==> src/hw/rtl/lc3_pkg.sv <==
`timescale 1ns / 1ps
package lc3_pkg;
   localparam int MEM_ADDR_BITS = 16;
   localparam int MEM_WORDS = 1 << MEM_ADDR_BITS;

   localparam logic [1:0] FUNC_EXEC  = 2'd0;
   localparam logic [1:0] FUNC_WRITE = 2'd1;
   localparam logic [1:0] FUNC_READ  = 2'd2;
   localparam logic [1:0] FUNC_SPARE = 2'd3;

   localparam logic [3:0] OP_BR   = 4'd0;
   localparam logic [3:0] OP_ADD  = 4'd1;
   localparam logic [3:0] OP_LD   = 4'd2;
   localparam logic [3:0] OP_ST   = 4'd3;
   localparam logic [3:0] OP_JSR  = 4'd4;
   localparam logic [3:0] OP_AND  = 4'd5;
   localparam logic [3:0] OP_LDR  = 4'd6;
   localparam logic [3:0] OP_STR  = 4'd7;
   localparam logic [3:0] OP_RTI  = 4'd8;
   localparam logic [3:0] OP_NOT  = 4'd9;
   localparam logic [3:0] OP_LDI  = 4'd10;
   localparam logic [3:0] OP_STI  = 4'd11;
   localparam logic [3:0] OP_JMP  = 4'd12;
   localparam logic [3:0] OP_MUL  = 4'd13;
   localparam logic [3:0] OP_LEA  = 4'd14;
   localparam logic [3:0] OP_TRAP = 4'd15;

   typedef struct packed {
      logic [1:0]  func;
      logic [15:0] access_addr;
      logic [15:0] access_data;
   } req_type;

   typedef struct packed {
      logic [15:0] exec_pc;
      logic [15:0] instr_word;
      logic [15:0] next_pc;
      logic        gpr_we;
      logic [2:0]  gpr_index;
      logic [15:0] gpr_value;
      logic        mem_we;
      logic [15:0] store_addr;
      logic [15:0] store_value;
      logic [15:0] psr_value;
      logic [15:0] read_data;
      logic        fault;
   } rsp_type;

   // Memory port address select.
   typedef enum logic [2:0] {
      ASEL_CLEAR  = 3'b001,
      ASEL_ACCESS = 3'b010,
      ASEL_DP     = 3'b100
   } asel_type;

   typedef struct packed {
      logic       clear_we;
      logic       access_rd;
      logic       access_wr;
      logic       fetch;    // read at PC
      logic       decode;   // latch instruction, form first address
      logic       rd1;      // read at first address
      logic       cap1;     // capture first read data, form second address
      logic       rd2;      // read at second address
      logic       finish;   // compute and commit
      logic       cap2;     // capture second read data
      logic       rsp_load_access;
   } cmd_type;

   typedef struct packed {
      logic need_rd1;
      logic need_rd2;
   } sts_type;

   function automatic logic [2:0] cc_of(input logic [15:0] r);
      if (r[15]) return 3'b100;
      else if (r == 16'h0000) return 3'b010;
      else return 3'b001;
   endfunction
endpackage

==> src/hw/rtl/lc3_ctrl.sv <==
`timescale 1ns / 1ps
module lc3_ctrl import lc3_pkg::*; (
   input  logic    clock,
   input  logic    reset,
   input  logic    req_valid,
   input  logic [1:0] req_func,
   output logic    req_ready,
   output logic    rsp_valid,
   input  logic    rsp_ready,
   input  sts_type sts,
   output cmd_type cmd,
   output logic    clearing
);
   typedef enum logic [8:0] {
      ST_CLEAR  = 9'b000000001,
      ST_IDLE   = 9'b000000010,
      ST_FETCH  = 9'b000000100,
      ST_DECODE = 9'b000001000,
      ST_RD1    = 9'b000010000,
      ST_CAP1   = 9'b000100000,
      ST_RD2    = 9'b001000000,
      ST_FINISH = 9'b010000000,
      ST_ACCESS = 9'b100000000
   } state_type;

   state_type state_ff, state_in;
   logic [MEM_ADDR_BITS:0] clr_ff, clr_in;
   logic rsp_valid_ff, rsp_valid_in;
   logic out_free;
   logic take;

   assign out_free  = !rsp_valid_ff || rsp_ready;
   assign req_ready = (state_ff == ST_IDLE) && out_free;
   assign take      = req_valid && req_ready;
   assign rsp_valid = rsp_valid_ff;
   assign clearing  = (state_ff == ST_CLEAR);

   always_comb begin
      state_in     = state_ff;
      clr_in       = clr_ff;
      rsp_valid_in = rsp_valid_ff && !rsp_ready;
      cmd          = '0;
      unique case (state_ff)
         ST_CLEAR: begin
            cmd.clear_we = 1'b1;
            clr_in = clr_ff + 1'b1;
            if (clr_ff == (MEM_ADDR_BITS + 1)'(MEM_WORDS - 1)) state_in = ST_IDLE;
         end
         ST_IDLE: begin
            if (take) begin
               if (req_func == FUNC_EXEC) begin
                  cmd.fetch = 1'b1;
                  state_in = ST_FETCH;
               end else begin
                  cmd.access_rd = (req_func == FUNC_READ);
                  cmd.access_wr = (req_func == FUNC_WRITE);
                  state_in = ST_ACCESS;
               end
            end
         end
         ST_ACCESS: begin
            cmd.rsp_load_access = 1'b1;
            rsp_valid_in = 1'b1;
            state_in = ST_IDLE;
         end
         ST_FETCH: begin
            cmd.decode = 1'b1;
            state_in = ST_DECODE;
         end
         ST_DECODE: begin
            if (sts.need_rd1) begin
               cmd.rd1 = 1'b1;
               state_in = ST_RD1;
            end else begin
               cmd.finish = 1'b1;
               rsp_valid_in = 1'b1;
               state_in = ST_FINISH;
            end
         end
         ST_RD1: begin
            cmd.cap1 = 1'b1;
            state_in = ST_CAP1;
         end
         ST_CAP1: begin
            if (sts.need_rd2) begin
               cmd.rd2 = 1'b1;
               state_in = ST_RD2;
            end else begin
               cmd.finish = 1'b1;
               rsp_valid_in = 1'b1;
               state_in = ST_FINISH;
            end
         end
         ST_RD2: begin
            cmd.cap2 = 1'b1;
            cmd.finish = 1'b1;
            rsp_valid_in = 1'b1;
            state_in = ST_FINISH;
         end
         ST_FINISH: state_in = ST_IDLE;
         default: state_in = ST_IDLE;
      endcase
   end

   always_ff @(posedge clock) begin
      if (reset) begin
         state_ff     <= ST_CLEAR;
         clr_ff       <= '0;
         rsp_valid_ff <= 1'b0;
      end else begin
         state_ff     <= state_in;
         clr_ff       <= clr_in;
         rsp_valid_ff <= rsp_valid_in;
      end
   end

   // The result register is only reloaded once the previous item has gone.
   assert property (@(posedge clock) disable iff (reset)
      (cmd.finish || cmd.rsp_load_access) |-> out_free)
      else $error("result overwritten before it was taken");
   assert property (@(posedge clock) disable iff (reset)
      clearing |-> !req_ready)
      else $error("item accepted during memory clear");
   assert property (@(posedge clock) disable iff (reset)
      $onehot0({cmd.fetch, cmd.rd1, cmd.rd2, cmd.access_rd, cmd.access_wr, cmd.clear_we}))
      else $error("two memory commands in one cycle");
endmodule

==> config.mk <==
export PLATFORM = sky130hd
export DESIGN_NAME = lc3_ctrl
export DESIGN_NICKNAME = d
export VERILOG_FILES = /design/src/hw/rtl/lc3_pkg.sv /design/src/hw/rtl/lc3_ctrl.sv
export SDC_FILE = /design/constraint.sdc
export NUM_CORES = 1
export LEC_CHECK = 0
export ABC_AREA = 1
export ABC_CLOCK_PERIOD_IN_PS = 2250
export BUFFER_PORTS_ARGS = -buffer_cell sky130_fd_sc_hd__clkbuf_2
export CAP_MARGIN = 20
export CORE_MARGIN = 8
export CORE_UTILIZATION = 57
export DETAILED_ROUTE_END_ITERATION = 16
export PLACE_DENSITY = 0.79
export SLEW_MARGIN = 15
export SYNTH_ARGS = -nofsm -noshare
export SYNTH_HDL_FRONTEND = slang
export SYNTH_SLANG_ARGS = --single-unit
==> constraint.sdc <==
create_clock -name clock -period 2.25 [get_ports clock]
set_input_delay 0.45 -clock clock [delete_from_list [all_inputs] [get_ports clock]]
set_output_delay 0.45 -clock clock [all_outputs]
set_load 0.005 [all_outputs]
==> results.cfg <==
[outcome]
status = finished, final reports clean

[timing]
hold_viol = 0
fmax_mhz = 496
slew_headroom_pct = 73.1
setup_tns_ps = 0
rsz0062_at_grt = no
setup_viol = 0
period_minus_slack_ps = 2020
fin_skew_ps = 9.99
period_share_pct = 89.7
finalMaxSlewViolations = 0
tightest_slew_ps = 400

[synthesis]
synth_top_area_share_pct = 32.7
synth.distinct_cells = 31
synth.cell_area_um2 = 1650
synthFlopType = dfxtp_1
synth-edff-count = 0
syn_area_per_cell_um2 = 6.69
synthCells = 247
yosysTopAreaCell = dfxtp_1
synth_nets = 257
async_flop_share_pct = 0
synth_mux_area_share_pct = 0
synth_compound_area_share_pct = 8.86
synth_top_family_by_area = simple AND/OR/NAND/NOR gates
yosysSeqAreaShare_pct = 32.7
yosys-top-cells-area = dfxtp_1, nand2_1, inv_1, nand3_1, nor2_1
ys_ff_latch = 27
synth_xor_area_share_pct = 2.12
synthSimpleGateAreaFrac_pct = 42.1
synthAdderAreaFrac_pct = 1.51
yosysWarnings = 0

[critical_path]
cp_top_family = simple AND/OR/NAND/NOR gates
cp_num_buf_inv = 1
cp.arrival_ps = 1570
reg2reg_depth = 12
path_cells = nor2_4 > nand3_1 > nor3_2 > nand2_1 > nor3_1 > clkbuf_2
worstPathMaxFanout = 4
critPathLaunchType = flip-flop
cp_data_required_time_ps = 1800
end_kind = primary output
path_depth = 6
crit_type = flip-flop to primary output
cpMaxStageDelayCell = dfxtp_1
cp_slowest_stage_delay_ps = 360

[route]
postRouteAntennaNets = 0
postRouteWirelength_um = 3360
drtIter0Drc = 98
drc = 0
wire_per_inst_um = 11.3
vias = 1512
drt_first_pass_iters = 4
via_per_inst = 5.07

[clock_network]
htreeDepth = 1
clock_tree.root_cell = clkbuf_4
clock_latency_ps = 320
clk_path_buf_depth = 2
ctsResizeCount = 0
cts_tree = yes
cts-buffers-inserted = 3
cts_setup_buffers = 0
cts.sinks = 27
cts_hold_buffers = 0
clk_transition_reported_paths_ps = 150

[placed_design]
dp_hpwl_um = 2710
io_buffers = 21
gp_congestion = 0.998
placed_area_um2 = 1760

[cells_and_area]
finalNetCount = 278
final_core_util_pct = 64.9
final_area_um2 = 1790
register_area_um2 = 541
drive_gt1_share_pct = 19.5
final_common_cell = nand2_1
syn2layout_area_growth_pct = 8.25
layout_common_cells = nand2_1, inv_1, dfxtp_1
multi_input_area_um2 = 902
antennaDiodeCount = 0
fillers = 267

[die]
ios = 22
die_h_um = 69.9
initial_core_util_pct = 59.9
rows = 19
core_area_um2 = 2760
dieWidth_um = 69.9
die-area_um2 = 4880

[hold_path]
hold_depth = 3
hp-class = primary input to flip-flop

[grt]
grtUsageTotal_pct = 14.1
first_global_vias = 1415
gr-total-overflow = 0
grt_pass1_wl_um = 5960
grt_start_max_net_pins = 16
antenna_found_initial = 0

[power_and_ir_drop]
vdd_drop_max_mv = 0.346
power.leakage_nw = 0.847
powerDensity_nw_per_um2 = 462

[run]
maxCapViolations = 0
[worst reg2reg max path, stage by stage (launching register included)]
cell and delay, ps:
dfxtp_1 400, ha_1 250, nand3_1 140, nor2_4 120
inv_1 80, nor4_1 200, ha_1 200, inv_1 40
nand2_2 60, nand2_1 60, inv_2 100, nand4_1 80
inv_1 70
[cell type report]
type | instances | share of cell area (%)
clock buffer | 4 | 1.47
inverter | 47 | 9.86
multi-input combinational | 168 | 50.4
sequential | 27 | 30.2
tap | 31 | 2.17
timing repair buffer | 21 | 5.87
[path summary, 6_finish.rpt]
path | start | to | slack [ps]
max | state_ff[2]$_SDFFE_PP0P_ | cmd[8] | 230
max reg2reg | clr_ff[0]$_SDFFE_PP0P_ | state_ff[8]$_SDFFE_PP0P_ | 410
min reg2reg | clr_ff[7]$_SDFFE_PP0P_ | clr_ff[7]$_SDFFE_PP0P_ | 520
min | sts[0] | state_ff[6]$_SDFFE_PP0P_ | 380
[Yosys cell counts, types with 3 or more instances]
| cell | number |
|---|---|
| nor2_4 | 5 |
| a21oi_1 | 14 |
| nand2_2 | 3 |
| nor2_2 | 5 |
| dfxtp_1 | 27 |
| nand3_1 | 21 |
| o21ai_0 | 5 |
| nand2_1 | 53 |
| nor3_1 | 7 |
| nand3_2 | 3 |
| nand4_1 | 3 |
| inv_1 | 43 |
| inv_2 | 3 |
| nor3_2 | 3 |
| nor2_1 | 25 |
| and3_1 | 3 |
| o21ai_1 | 3 |
[per-stage QoR]
step / setup slack [ps] / instances / hold WS [ps] / total power, mW
5_1_grt: 80.0 / 298 / 375 / 0.879
6_report: 233 / 298 / 380 / 0.827
3_5_place_dp: 437 / 294 / 495 / 0.630
4_1_cts: 202 / 298 / 366 / 0.843
3_3_place_gp: 453 / 294 / 490 / 0.628
2_1_floorplan: 637 / 247 / 457 / 0.605
[flip-flops by register name, summed over array words and instances, names as in the netlist]
| signal | flops |
|---|---|
| rsp_valid | 1 |
| clr_ff | 17 |
| state_ff | 9 |
[cell families (layout without fill, tap and decap cells)]
group | count (synthesis) | count (layout)
and+or+nand+nor | 136 | 136
buffers and inverters | 52 | 72
DFF | 27 | 27
AOI/OAI and AO/OA | 26 | 26
xor gates and xnor gates | 4 | 4
adders and majority gates | 2 | 2
[metal layers]
metal | vias up | GRT usage [%] | routed length, um
li1 | 814 | - | -
met1 | 655 | 15.7 | 1500
met2 | 33 | 23.8 | 1570
met3 | 10 | 3.11 | 168
met4 | 0 | 8.71 | 119
met5 | - | 0 | 0
[where the power goes]
group          internal, mW  leakage [nW]  switching (mW)
logic                0.0373         0.614          0.0737
registers             0.494         0.218          0.0140
clock network        0.0694        0.0150           0.139
Power figures use the tool's default switching activity.
